`config.mk`:
```
export PLATFORM = sky130hd
export DESIGN_NAME = reed_solomon_parity_encoder_flat
export DESIGN_NICKNAME = d
export VERILOG_FILES = /design/src/rtl/rsp_pkg.sv /design/src/rtl/rsp_if.sv /design/src/rtl/reed_solomon_parity_encoder.sv /design/src/rtl/rsp_front.sv /design/src/rtl/rsp_queue.sv /design/src/rtl/rsp_back.sv /design/src/flat_wrapper.sv
export SDC_FILE = /design/constraint.sdc
export NUM_CORES = 2
export LEC_CHECK = 0
export BUFFER_PORTS_ARGS = -buffer_cell sky130_fd_sc_hd__buf_2
export CAP_MARGIN = 25
export CORE_ASPECT_RATIO = 1.2
export CORE_MARGIN = 1
export CORE_UTILIZATION = 35
export CTS_BUF_LIST = sky130_fd_sc_hd__clkbuf_8 sky130_fd_sc_hd__clkbuf_16
export CTS_CLUSTER_DIAMETER = 60
export CTS_CLUSTER_SIZE = 25
export DETAILED_ROUTE_END_ITERATION = 6
export GPL_ROUTABILITY_DRIVEN = 0
export PLACE_DENSITY_LB_ADDON = 0.1
export SYNTH_ARGS = -nofsm -noshare
export SYNTH_HDL_FRONTEND = slang
export SYNTH_HIERARCHICAL = 1
export SYNTH_SLANG_ARGS = --single-unit
```
`constraint.sdc`:
```
create_clock -name i_clk -period 8.6 [get_ports i_clk]
set_input_delay 0.43 -clock i_clk [delete_from_list [all_inputs] [get_ports i_clk]]
set_output_delay 0.43 -clock i_clk [all_outputs]
set_load 0.02 [all_outputs]
```
`src/rtl/rsp_pkg.sv`:
```
// Shared constants and the GF(256) multiply for the Reed-Solomon parity encoder.
`timescale 1ns / 1ps
`default_nettype none

package rsp_pkg;

    localparam int BYTE_W = 8;
    localparam int CFG_W = 6;

    // Field polynomial x^8+x^4+x^3+x^2+1 and the primitive element.
    localparam logic [8:0] GF_POLY = 9'h11D;
    localparam logic [BYTE_W-1:0] GF_ALPHA = 8'h02;

    localparam int RESET_COUNT = 10;

    function automatic logic [BYTE_W-1:0] gf_mul(input logic [BYTE_W-1:0] x,
                                                 input logic [BYTE_W-1:0] y);
        logic [BYTE_W-1:0] a;
        logic [BYTE_W-1:0] p;
        a = x;
        p = '0;
        for (int k = 0; k < BYTE_W; k++) begin
            if (y[k]) begin
                p = p ^ a;
            end
            a = {a[BYTE_W-2:0], 1'b0} ^ (a[BYTE_W-1] ? GF_POLY[BYTE_W-1:0] : 8'h00);
        end
        return p;
    endfunction

endpackage

`default_nettype wire

```
`src/rtl/rsp_if.sv`:
```
// Handshake interfaces for the data, parity and configuration channels.
`timescale 1ns / 1ps
`default_nettype none

interface rsp_data_if;
    import rsp_pkg::*;
    logic              valid;
    logic              ready;
    logic [BYTE_W-1:0] data_byte;
    logic              last_byte;
    modport source (output valid, output data_byte, output last_byte, input ready);
    modport sink (input valid, input data_byte, input last_byte, output ready);
endinterface

interface rsp_par_if;
    import rsp_pkg::*;
    logic              valid;
    logic              ready;
    logic [BYTE_W-1:0] parity_byte;
    logic              last_parity;
    modport source (output valid, output parity_byte, output last_parity, input ready);
    modport sink (input valid, input parity_byte, input last_parity, output ready);
endinterface

interface rsp_cfg_if;
    import rsp_pkg::*;
    logic             valid;
    logic             ready;
    logic [CFG_W-1:0] parity_count;
    modport source (output valid, output parity_count, input ready);
    modport sink (input valid, input parity_count, output ready);
endinterface

`default_nettype wire

```
`src/rtl/reed_solomon_parity_encoder.sv`:
```
// Top level of the systematic Reed-Solomon parity encoder over GF(256).
// Data words are absorbed at one per clock, when not stalled, into a remainder
// LFSR with one GF(256) multiplier per tap; a word marked last moves the
// finished remainder into a two-entry queue and the LFSR restarts empty on the
// next clock. The back end sends the n parity words of each block, highest
// order first, one per clock while the sink is ready, through an output
// register. Input stalls only when both queue entries are occupied, while a
// write of the parity count is offered, or while the generator is built.
// After reset, and after every write of the parity count, the generator
// polynomial is built one root per clock on the shared tap multipliers,
// during which no data word is taken; a count below 2 is taken as 2 and one
// above MAX_PARITY as MAX_PARITY.
`timescale 1ns / 1ps
`default_nettype none

module reed_solomon_parity_encoder #(
    parameter int MAX_PARITY = 32
) (
    input  wire logic i_clk,
    input  wire logic i_rst_n,
    rsp_cfg_if.sink   i_cfg,
    rsp_data_if.sink  i_data,
    rsp_par_if.source o_parity
);
    import rsp_pkg::*;

    localparam int CW = $clog2(MAX_PARITY + 1);
    localparam int W  = MAX_PARITY * BYTE_W;

    logic          push_valid, push_ready;
    logic [W-1:0]  push_rem;
    logic          head_valid, pop;
    logic [W-1:0]  head;
    logic [CW-1:0] count;

    rsp_front #(.MAX_PARITY(MAX_PARITY)) u_front (
        .i_clk        (i_clk),
        .i_rst_n      (i_rst_n),
        .i_cfg        (i_cfg),
        .i_data       (i_data),
        .o_push_valid (push_valid),
        .i_push_ready (push_ready),
        .o_push_rem   (push_rem),
        .o_count      (count)
    );

    rsp_queue #(.WIDTH(W)) u_queue (
        .i_clk        (i_clk),
        .i_rst_n      (i_rst_n),
        .i_push_valid (push_valid),
        .o_push_ready (push_ready),
        .i_push_data  (push_rem),
        .o_pop_valid  (head_valid),
        .i_pop        (pop),
        .o_pop_data   (head)
    );

    rsp_back #(.MAX_PARITY(MAX_PARITY)) u_back (
        .i_clk        (i_clk),
        .i_rst_n      (i_rst_n),
        .i_head_valid (head_valid),
        .i_head       (head),
        .o_pop        (pop),
        .i_count      (count),
        .o_par        (o_parity)
    );

endmodule

`default_nettype wire

```
`src/rtl/rsp_front.sv`:
```
// Front end: parity count register, generator build and the remainder LFSR.
`timescale 1ns / 1ps
`default_nettype none

module rsp_front #(
    parameter int MAX_PARITY = 32
) (
    input  wire logic                                  i_clk,
    input  wire logic                                  i_rst_n,
    rsp_cfg_if.sink                                    i_cfg,
    rsp_data_if.sink                                   i_data,
    output logic                                       o_push_valid,
    input  wire logic                                  i_push_ready,
    output logic [MAX_PARITY*rsp_pkg::BYTE_W-1:0]      o_push_rem,
    output logic [$clog2(MAX_PARITY+1)-1:0]            o_count
);
    import rsp_pkg::*;

    localparam int CW = $clog2(MAX_PARITY + 1);
    localparam int RST_CNT = (RESET_COUNT > MAX_PARITY) ? MAX_PARITY : RESET_COUNT;

    logic [CW-1:0]     r_count, n_count;
    logic [CW-1:0]     r_step, n_step;
    logic              r_build, n_build;
    logic [BYTE_W-1:0] r_root, n_root;
    logic [BYTE_W-1:0] r_gen [MAX_PARITY];
    logic [BYTE_W-1:0] n_gen [MAX_PARITY];
    logic [BYTE_W-1:0] r_rem [MAX_PARITY];
    logic [BYTE_W-1:0] n_rem [MAX_PARITY];
    logic [BYTE_W-1:0] prod [MAX_PARITY];
    logic [BYTE_W-1:0] step_gen [MAX_PARITY];
    logic [BYTE_W-1:0] step_rem [MAX_PARITY];
    logic [BYTE_W-1:0] factor;
    logic [BYTE_W-1:0] mul_b;
    logic [CW-1:0]     wr_count;
    logic              cfg_wr;
    logic              accept;

    // A count write takes priority, so no data word is taken in the same cycle.
    assign i_cfg.ready  = 1'b1;
    assign cfg_wr       = i_cfg.valid && i_cfg.ready;
    assign i_data.ready = !r_build && i_push_ready && !i_cfg.valid;
    assign accept       = i_data.valid && i_data.ready;
    assign o_push_valid = accept && i_data.last_byte;
    assign o_count      = r_count;

    always_comb begin
        if (i_cfg.parity_count < CFG_W'(2)) begin
            wr_count = CW'(2);
        end else if (int'(i_cfg.parity_count) > MAX_PARITY) begin
            wr_count = CW'(MAX_PARITY);
        end else begin
            wr_count = CW'(i_cfg.parity_count);
        end
    end

    // One multiplier per tap, shared: it multiplies by the current root while the
    // generator is being built and by the feedback byte while data is absorbed.
    // Entries at or beyond the count stay zero, so every tap uses the same rule.
    assign factor = i_data.data_byte ^ r_rem[0];
    assign mul_b  = r_build ? r_root : factor;

    always_comb begin
        for (int j = 0; j < MAX_PARITY; j++) begin
            prod[j] = gf_mul(r_gen[j], mul_b);
            if (j < MAX_PARITY - 1) begin
                step_gen[j] = prod[j] ^ r_gen[j+1];
                step_rem[j] = prod[j] ^ r_rem[j+1];
            end else begin
                step_gen[j] = prod[j];
                step_rem[j] = prod[j];
            end
            o_push_rem[j*BYTE_W +: BYTE_W] = step_rem[j];
        end
    end

    always_comb begin
        n_count = r_count;
        n_step  = r_step;
        n_build = r_build;
        n_root  = r_root;
        n_gen   = r_gen;
        n_rem   = r_rem;
        if (cfg_wr) begin
            n_count = wr_count;
            n_step  = '0;
            n_build = 1'b1;
            n_root  = 8'h01;
            for (int j = 0; j < MAX_PARITY; j++) begin
                n_gen[j] = (j == int'(wr_count) - 1) ? 8'h01 : 8'h00;
                n_rem[j] = '0;
            end
        end else if (r_build) begin
            n_gen  = step_gen;
            n_root = gf_mul(r_root, GF_ALPHA);
            n_step = r_step + CW'(1);
            if (r_step == r_count - CW'(1)) begin
                n_build = 1'b0;
            end
        end else if (accept) begin
            for (int j = 0; j < MAX_PARITY; j++) begin
                n_rem[j] = i_data.last_byte ? 8'h00 : step_rem[j];
            end
        end
    end

    always_ff @(posedge i_clk) begin
        if (!i_rst_n) begin
            r_count <= CW'(RST_CNT);
            r_step  <= '0;
            r_build <= 1'b1;
            r_root  <= 8'h01;
            for (int j = 0; j < MAX_PARITY; j++) begin
                r_gen[j] <= (j == RST_CNT - 1) ? 8'h01 : 8'h00;
                r_rem[j] <= '0;
            end
        end else begin
            r_count <= n_count;
            r_step  <= n_step;
            r_build <= n_build;
            r_root  <= n_root;
            r_gen   <= n_gen;
            r_rem   <= n_rem;
        end
    end

endmodule

`default_nettype wire

```
`src/rtl/rsp_queue.sv`:
```
// Two-entry queue of finished remainders between the front and back ends.
`timescale 1ns / 1ps
`default_nettype none

module rsp_queue #(
    parameter int WIDTH = 256
) (
    input  wire logic             i_clk,
    input  wire logic             i_rst_n,
    input  wire logic             i_push_valid,
    output logic                  o_push_ready,
    input  wire logic [WIDTH-1:0] i_push_data,
    output logic                  o_pop_valid,
    input  wire logic             i_pop,
    output logic [WIDTH-1:0]      o_pop_data
);
    logic [WIDTH-1:0] r_mem [2];
    logic             r_wp, r_rp;
    logic [1:0]       r_cnt;
    logic             push, pop;

    assign o_push_ready = (r_cnt != 2'd2);
    assign o_pop_valid  = (r_cnt != 2'd0);
    assign o_pop_data   = r_mem[r_rp];
    assign push         = i_push_valid && o_push_ready;
    assign pop          = i_pop && o_pop_valid;

    always_ff @(posedge i_clk) begin
        if (push) begin
            r_mem[r_wp] <= i_push_data;
        end
    end

    always_ff @(posedge i_clk) begin
        if (!i_rst_n) begin
            r_wp  <= 1'b0;
            r_rp  <= 1'b0;
            r_cnt <= '0;
        end else begin
            if (push) begin
                r_wp <= !r_wp;
            end
            if (pop) begin
                r_rp <= !r_rp;
            end
            r_cnt <= r_cnt + {1'b0, push} - {1'b0, pop};
        end
    end

endmodule

`default_nettype wire

```
`src/rtl/rsp_back.sv`:
```
// Back end: walks the queued remainder and drives the registered parity output.
`timescale 1ns / 1ps
`default_nettype none

module rsp_back #(
    parameter int MAX_PARITY = 32
) (
    input  wire logic                                  i_clk,
    input  wire logic                                  i_rst_n,
    input  wire logic                                  i_head_valid,
    input  wire logic [MAX_PARITY*rsp_pkg::BYTE_W-1:0] i_head,
    output logic                                       o_pop,
    input  wire logic [$clog2(MAX_PARITY+1)-1:0]       i_count,
    rsp_par_if.source                                  o_par
);
    import rsp_pkg::*;

    localparam int CW = $clog2(MAX_PARITY + 1);
    localparam int IW = $clog2(MAX_PARITY);

    logic [IW-1:0]     r_idx;
    logic              r_valid;
    logic [BYTE_W-1:0] r_byte;
    logic              r_last;
    logic              take;
    logic              at_end;

    assign take   = !r_valid || o_par.ready;
    assign at_end = (CW'(r_idx) == i_count - CW'(1));
    assign o_pop  = i_head_valid && take && at_end;

    assign o_par.valid       = r_valid;
    assign o_par.parity_byte = r_byte;
    assign o_par.last_parity = r_last;

    always_ff @(posedge i_clk) begin
        if (i_head_valid && take) begin
            r_byte <= i_head[r_idx*BYTE_W +: BYTE_W];
            r_last <= at_end;
        end
    end

    always_ff @(posedge i_clk) begin
        if (!i_rst_n) begin
            r_valid <= 1'b0;
            r_idx   <= '0;
        end else if (i_head_valid && take) begin
            r_valid <= 1'b1;
            r_idx   <= at_end ? '0 : r_idx + IW'(1);
        end else if (o_par.ready) begin
            r_valid <= 1'b0;
        end
    end

endmodule

`default_nettype wire

```
`src/flat_wrapper.sv`:
```
// flat-port wrapper written by rule: the top's interface ports become plain ports
module reed_solomon_parity_encoder_flat import rsp_pkg::*;
#(
    parameter int MAX_PARITY = 32
)
  (i_clk, i_rst_n, i_cfg_valid, i_cfg_parity_count, i_cfg_ready, i_data_valid, i_data_data_byte, i_data_last_byte, i_data_ready, o_parity_valid, o_parity_parity_byte, o_parity_last_parity, o_parity_ready);
  rsp_cfg_if i_cfg_i ();
  rsp_data_if i_data_i ();
  rsp_par_if o_parity_i ();
  input  wire logic i_clk;
  input  wire logic i_rst_n;
  input wire logic [$bits(i_cfg_i.valid)-1:0] i_cfg_valid;
  input wire logic [$bits(i_cfg_i.parity_count)-1:0] i_cfg_parity_count;
  output wire logic [$bits(i_cfg_i.ready)-1:0] i_cfg_ready;
  input wire logic [$bits(i_data_i.valid)-1:0] i_data_valid;
  input wire logic [$bits(i_data_i.data_byte)-1:0] i_data_data_byte;
  input wire logic [$bits(i_data_i.last_byte)-1:0] i_data_last_byte;
  output wire logic [$bits(i_data_i.ready)-1:0] i_data_ready;
  output wire logic [$bits(o_parity_i.valid)-1:0] o_parity_valid;
  output wire logic [$bits(o_parity_i.parity_byte)-1:0] o_parity_parity_byte;
  output wire logic [$bits(o_parity_i.last_parity)-1:0] o_parity_last_parity;
  input wire logic [$bits(o_parity_i.ready)-1:0] o_parity_ready;
  assign i_cfg_i.valid = i_cfg_valid;
  assign i_cfg_i.parity_count = i_cfg_parity_count;
  assign i_cfg_ready = i_cfg_i.ready;
  assign i_data_i.valid = i_data_valid;
  assign i_data_i.data_byte = i_data_data_byte;
  assign i_data_i.last_byte = i_data_last_byte;
  assign i_data_ready = i_data_i.ready;
  assign o_parity_valid = o_parity_i.valid;
  assign o_parity_parity_byte = o_parity_i.parity_byte;
  assign o_parity_last_parity = o_parity_i.last_parity;
  assign o_parity_i.ready = o_parity_ready;
  reed_solomon_parity_encoder #(.MAX_PARITY(MAX_PARITY)) u_core (.i_clk(i_clk), .i_rst_n(i_rst_n), .i_cfg(i_cfg_i), .i_data(i_data_i), .o_parity(o_parity_i));
endmodule
```
---- Word-level counts from Yosys, hierarchy flattened ----
Memory sizes are Yosys's and may differ from the RTL's. A register that Yosys moved wholly into a read port is not among the register bits.
Index checks and enable logic that the tools add are counted.
word-level totals
  output and inout bits ................... 12
  word-level logic and storage cells ...... 1212
  input bits .............................. 20
  register bits ........................... 552
  RAM bits ................................ 512
  memories kept ........................... 1
memories
  name                  depth  width  read ports  clocked after memory_dff  write ports  line             RTL
  u_core.u_queue.r_mem  2      256    1           1                         1            rsp_queue.sv:17  logic [WIDTH-1:0] r_mem [2];
cells by class
  shift operators ......................... 1
  muxes and demuxes ....................... 559
  equal/unequal tests ..................... 34
  add/subtract/negate cells ............... 6
  reduce and logical (&&, ||, !) cells .... 20
  bitwise operators ....................... 514
  magnitude comparators ................... 2
operators with widths
  operator                                                              count
  8-bit 2-to-1 mux                                                      289
  8-bit bitwise XOR                                                     287
  8-bit by 5-bit bitwise XOR with 8-bit output                          225
  5-bit 2-to-1 mux                                                      226
  256-bit 2-to-1 mux                                                    2
  256-bit by 9-bit variable part select with 8-bit output               1
  6-bit by 7-bit equality test with 1-bit output, first input constant  16
  5-bit by 7-bit equality test with 1-bit output, first input constant  8
  1-bit 2-to-1 mux                                                      40
  32-bit logical NOT                                                    1
  4-bit by 7-bit equality test with 1-bit output, first input constant  4
  3-bit by 7-bit equality test with 1-bit output, first input constant  2
  6-bit 2-to-1 mux                                                      2
  1-bit logical AND                                                     8
  2-bit by 7-bit equality test with 1-bit output, first input constant  1
  6-bit by 1-bit subtractor with 7-bit output, second input constant    1
  6-bit by 1-bit adder with 6-bit output, second input constant         1
  5-bit by 6-bit equality test with 1-bit output                        1
  6-bit equality test                                                   1
  6-bit > comparator, second input constant                             1
  6-bit by 2-bit < comparator with 1-bit output, second input constant  1
  2-bit nonzero test                                                    3
  6-bit by 1-bit subtractor with 6-bit output, second input constant    1
  5-bit by 1-bit adder with 5-bit output, second input constant         1
  8 further kinds                                                       13

---- Logic depth before layout (Yosys ltp) ----
  depth after elaboration ................. 20
  depth in mapped cells ................... 14

---- Hierarchy ----
The synthesis kept the hierarchy.
by module, submodules not included
  module     cells each  instances  sequential area each (µm²)  area each (µm²)
  rsp_front  8251        1          10670.2                     61273.8
  rsp_queue  826         1          15474.8                     18815.5
  rsp_back   280         1          390.4                       2835.2

---- Least setup slack after synthesis ----
No wires, ideal clock.
  kind .................................... reg2reg
  start point ............................. register u_core.u_front.r_build
  end point ............................... memory u_core.u_queue.r_mem[1][0] (enable)
  path slack .............................. 0.546 ns
  arrival time ............................ 7.404 ns
  cell stages (with the launch flop) ...... 8
  buffers on the path ..................... 3
  library setup time ...................... 0.650 ns
  required time ........................... 7.950 ns
  cells stage by stage .................... dfxtp_1 > buf_6 > buf_2 > nor2_1 > and2_1 > clkbuf_1 > and3_1 > and3_1
between the ends
  cells in the longest elaborated chain, start to end .. 8
ends and longest elaborated chain
  element                                 line                               RTL
  start, declared                         rsp_front.sv:24                    logic r_build, n_build;
  start signal, assigned                  rsp_front.sv:120                   r_build <= n_build;
  1-bit logical NOT                       rsp_front.sv:42                    assign i_data.ready = !r_build && i_push_ready && !i_cfg.valid;
  1-bit logical AND (2 in series)         rsp_front.sv:42
  named net i_data_ready                  flat_wrapper.sv:18                 output wire logic [$bits(i_data_i.ready)-1:0] i_data_ready;
  1-bit logical AND                       rsp_front.sv:43                    assign accept = i_data.valid && i_data.ready;
  1-bit logical AND                       rsp_front.sv:44                    assign o_push_valid = accept && i_data.last_byte;
  named net u_core.push_valid             reed_solomon_parity_encoder.sv:30  logic push_valid, push_ready;
  1-bit logical AND                       rsp_queue.sv:25                    assign push = i_push_valid && o_push_ready;
  1-bit 2-to-1 mux                        rsp_queue.sv:29                    if (push) begin
  1-bit 2-to-1 mux (implied by the code)  rsp_queue.sv:30                    r_mem[r_wp] <= i_push_data;
  end, declared                           rsp_queue.sv:17
The timed path passes the listed nets, and every way through them passes these cells.

---- Worst setup path after layout ----
  start point ............................. register u_core.u_front.r_build
  end point ............................... register u_core/u_front/r_rem[72] (netlist name)
between the ends
  cells in the longest elaborated chain, start to end .. 18
  elaborated cells on any way between the ends .. 24
ends and longest elaborated chain
  element                         line                               RTL
  8-bit 2-to-1 mux *              rsp_front.sv:61                    assign mul_b = r_build ? r_root : factor;
  8-bit 2-to-1 mux                rsp_pkg.sv:23                      if (y[k]) begin
  8-bit bitwise XOR               rsp_pkg.sv:24                      p = p ^ a;
  8-bit 2-to-1 mux                rsp_pkg.sv:23
  8-bit bitwise XOR               rsp_pkg.sv:24
  8-bit 2-to-1 mux                rsp_pkg.sv:23
  8-bit bitwise XOR               rsp_pkg.sv:24
  8-bit 2-to-1 mux                rsp_pkg.sv:23
  (+3 left out)                   -
  8-bit 2-to-1 mux                rsp_pkg.sv:23
  8-bit bitwise XOR               rsp_pkg.sv:24
  8-bit 2-to-1 mux                rsp_pkg.sv:23
  8-bit bitwise XOR               rsp_pkg.sv:24
  8-bit 2-to-1 mux *              rsp_pkg.sv:23
  8-bit bitwise XOR *             rsp_front.sv:68                    step_rem[j] = prod[j] ^ r_rem[j+1];
  named net u_core.push_rem[176]  reed_solomon_parity_encoder.sv:31  logic [W-1:0] push_rem;
  8-bit 2-to-1 mux *              rsp_front.sv:102                   n_rem[j] = i_data.last_byte ? 8'h00 : step_rem[j];
  end signal, assigned            rsp_front.sv:123                   r_rem <= n_rem;
  end, declared                   rsp_front.sv:28                    logic [BYTE_W-1:0] r_rem [MAX_PARITY];
The timed path passes the listed nets; every way through them passes the cells marked *.
A chain may end at the register's enable or synchronous reset.

==> results.ini <==
[outcome]
outcome=finished clean

[detailed_routing]
via_per_inst=5.58
drt-initial-drc-count=6795
drc=0
first_pass_iters=6
ant_nets=0
vias=67400
wire_per_inst_um=29.4
drt-total-wl_um=356000

[pwr]
powerDensity_nw_per_um2=130
p_leak_nw=28.7
ir_drop_v=0.000162

[sta]
hold-worst-slack_ns=0.0769
timing.final.max_slew_violations=0
min_period_ns=5.09
fin_tns_setup_ns=0
setup_viol=0
max_freq_ghz=0.196
timing.final.hold_violations=0
maxSlewHeadroom=0.171
rsz0062_at_grt=no
period_share=0.592
worst_pin_slew_ns=1.24
fin_worst_skew_ns=0.0479

[critical_path]
r2r-start=u_core/u_front/r_build
r2r-end=u_core/u_front/r_rem[72]
cp.arrival_ns=5.78
critical_path.endpoint_type=flop
reg2reg_depth=12
start_kind=flop
critPathRequiredTime_ns=9.29
startpoint=u_core/u_front/r_build
critPathMaxFanout=46
r2r_slack_ns=3.51
critPathCapture=u_core/u_front/r_rem[72]
criticalPathCategory=flop to flop

[grt]
grtUsageMet1=0.372
grt_busiest_layer=met2
use_met2=0.465
grtUsageMet3=0.0403
grt_max_degree=117
grt_pass1_wl_um=502000
grt_use_total=0.290
antenna_found_initial=21
grt-ovfl-total=0
grt_pass1_vias=64100

[synthesis]
ys_top_cells_by_area=xnor2_1, edfxtp_1, dfxtp_1, xor2_1, nand2_1
synth.avg_cell_area_um2=8.86
synthFlopType=dfxtp_1
synth_cell_types=93
syn-num-nets=9382
synth_area_leader_cell=xnor2_1
synth_async_sr_flop_share=0
synth-edff-count=521
netlist.area_leader.share=0.203
synth_cells=9357
ys_ff_latch=1065
ys_warn_count=6
synth_area_um2=82900
ys_seq_area_frac=0.320

[finish]
drive_gt1_frac=0.0917
area_growth_pct=7.03
fin_nets=8846
layout_commonest_cell=xnor2_1
layout_common_cells=xnor2_1, nand2_1, xor2_1
n_fill_cell=23600

[cts]
cts_sinks=1065
clk_latency_ns=0.83
cts_resized=0
htreeDepth=3
cts_buffers=102
cts_tree=yes
post-cts-setup-buffer-count=0
cts_buffer_depth=3
clkSlewWorstSetupHoldPaths_ns=0.08
root_buffer=clkbuf_16

[die]
dieHeight_um=535
initial_core_util=0.352
fp.dieW_um=446
core_area_um2=235000
dieArea_um2=239000
row_count=195
io-pin-count=32

[run]
maxCapViolCount=0

[placed_design]
post-dp-hpwl_um=237000
io_buffers=30

[hold_path]
min_path_type=input port to flop

==> synth_stat cells, types with 24 or more instances <==
cell type	number
a22o_1	285
nor2_1	590
mux2i_1	181
buf_4	73
a221o_1	48
xor2_1	834
xnor3_1	37
o22ai_1	70
xnor2_1	1924
nand2_1	1517
buf_1	91
a22oi_1	116
dfxtp_1	544
edfxtp_1	521
nand2b_1	26
mux2_2	256
o21ai_0	512
buf_2	357
nand3_1	52
o221ai_1	82
a31oi_1	24
mux4_2	32
o211ai_1	40
clkbuf_1	316
nor3_1	73
inv_1	68
a211oi_1	42
buf_6	38
a21oi_1	285
==> flip-flops by register name (all words and copies together) (netlist names), 2 cells and up, named ones only <==
register and cells:
u_core/u_front/o_count 6, u_core/u_front/r_step 6, u_core/u_back/o_par.parity_byte 8, u_core/u_queue/r_mem 512, u_core/u_front/r_root 8, u_core/u_front/r_gen 256, u_core/u_front/r_rem 256, u_core/u_queue/r_cnt 2
u_core/u_back/r_idx 5
==> report_power, final <==
part	leakage, nW	internal (mW)	switching [mW]
logic	17.6	0.236	0.740
registers	9.24	5.29	0.0512
clock network	1.87	2.62	2.57
total	28.7	8.15	3.36
==> cell type report <==
type	count	area, µm²	area share
diodes	20	50.0	0.000564
well taps	3152	3940	0.0444
repair buffers	237	2120	0.0238
multi-input cells	7343	52000	0.586
clock buffers	109	2690	0.0304
inverters	72	278	0.00313
flip-flops and latches	1065	26600	0.299
clock inverters	82	1140	0.0128
==> worst max-delay path, cell delays in order (launching register included) <==
cell and delay (ns):
dfxtp_4 0.52, buf_4 0.59, nand2b_1 0.24, o21ai_4 0.16, buf_4 0.50, nand2_1 0.83, buf_4 0.51, o21ai_0 0.40
a22oi_1 0.17, xnor2_1 0.19, xnor2_1 0.31, xnor2_1 0.19, a22o_1 0.24
==> routing by layer <==
layer | share of wire | vias to the layer above | wire length (µm)
met5 | 0.000034 | - | 12
met4 | 0.063 | 2 | 22500
met1 | 0.41 | 33600 | 147000
met3 | 0.065 | 629 | 23100
li1 | - | 30400 | -
met2 | 0.46 | 2719 | 163000
==> metrics by stage <==
step | cell area [µm²] | utilization | total power [mW] | instances | setup slack, ns
5_1_grt | 88700 | 0.377 | 11.8 | 12100 | 3.45
2_1_floorplan | 82900 | - | 6.00 | 9357 | 0.546
3_5_place_dp | 84800 | 0.360 | 6.41 | 11900 | 3.68
4_1_cts | 88600 | 0.377 | 11.6 | 12100 | 3.61
3_3_place_gp | 84700 | 0.360 | 6.40 | 11900 | 3.70
6_report | 88800 | 0.377 | 11.5 | 12100 | 3.51
==> repair_timing <==
item                                    CTS  global route
endpoints found under the setup margin    0             0
hold buffers                              1             0
hold endpoints to repair                  1             0
==> cells by family after synthesis <==
group,after synthesis,synth area share
compound gates,1678,0.136
xor+xnor,2832,0.309
fa+ha+maj,5,0.000754
buf+inv,949,0.0553
flops,1065,0.320
mux,469,0.0653
other cells,1,0.0000452
simple gates,2358,0.113
==> worst min-delay path by stage <==
| stage | startpoint | endpoint | slack [ns] | cells past startpoint |
|---|---|---|---|---|
| floorplan | u_core/u_front/r_rem[12] | u_core/u_front/r_rem[12] | 0.44 | 2 |
| global placement | u_core/u_front/r_rem[12] | u_core/u_front/r_rem[12] | 0.45 | 2 |
| detailed placement | u_core/u_front/r_rem[12] | u_core/u_front/r_rem[12] | 0.46 | 2 |
| CTS | i_cfg_valid | u_core/u_front/r_gen[112] | 0.02 | 3 |
| global route | i_cfg_valid | u_core/u_front/r_gen[112] | 0.1 | 3 |
| finish | i_cfg_parity_count[3] | u_core/u_front/r_gen[96] | 0.08 | 4 |
No activity file was read; power rests on OpenSTA's default activity.
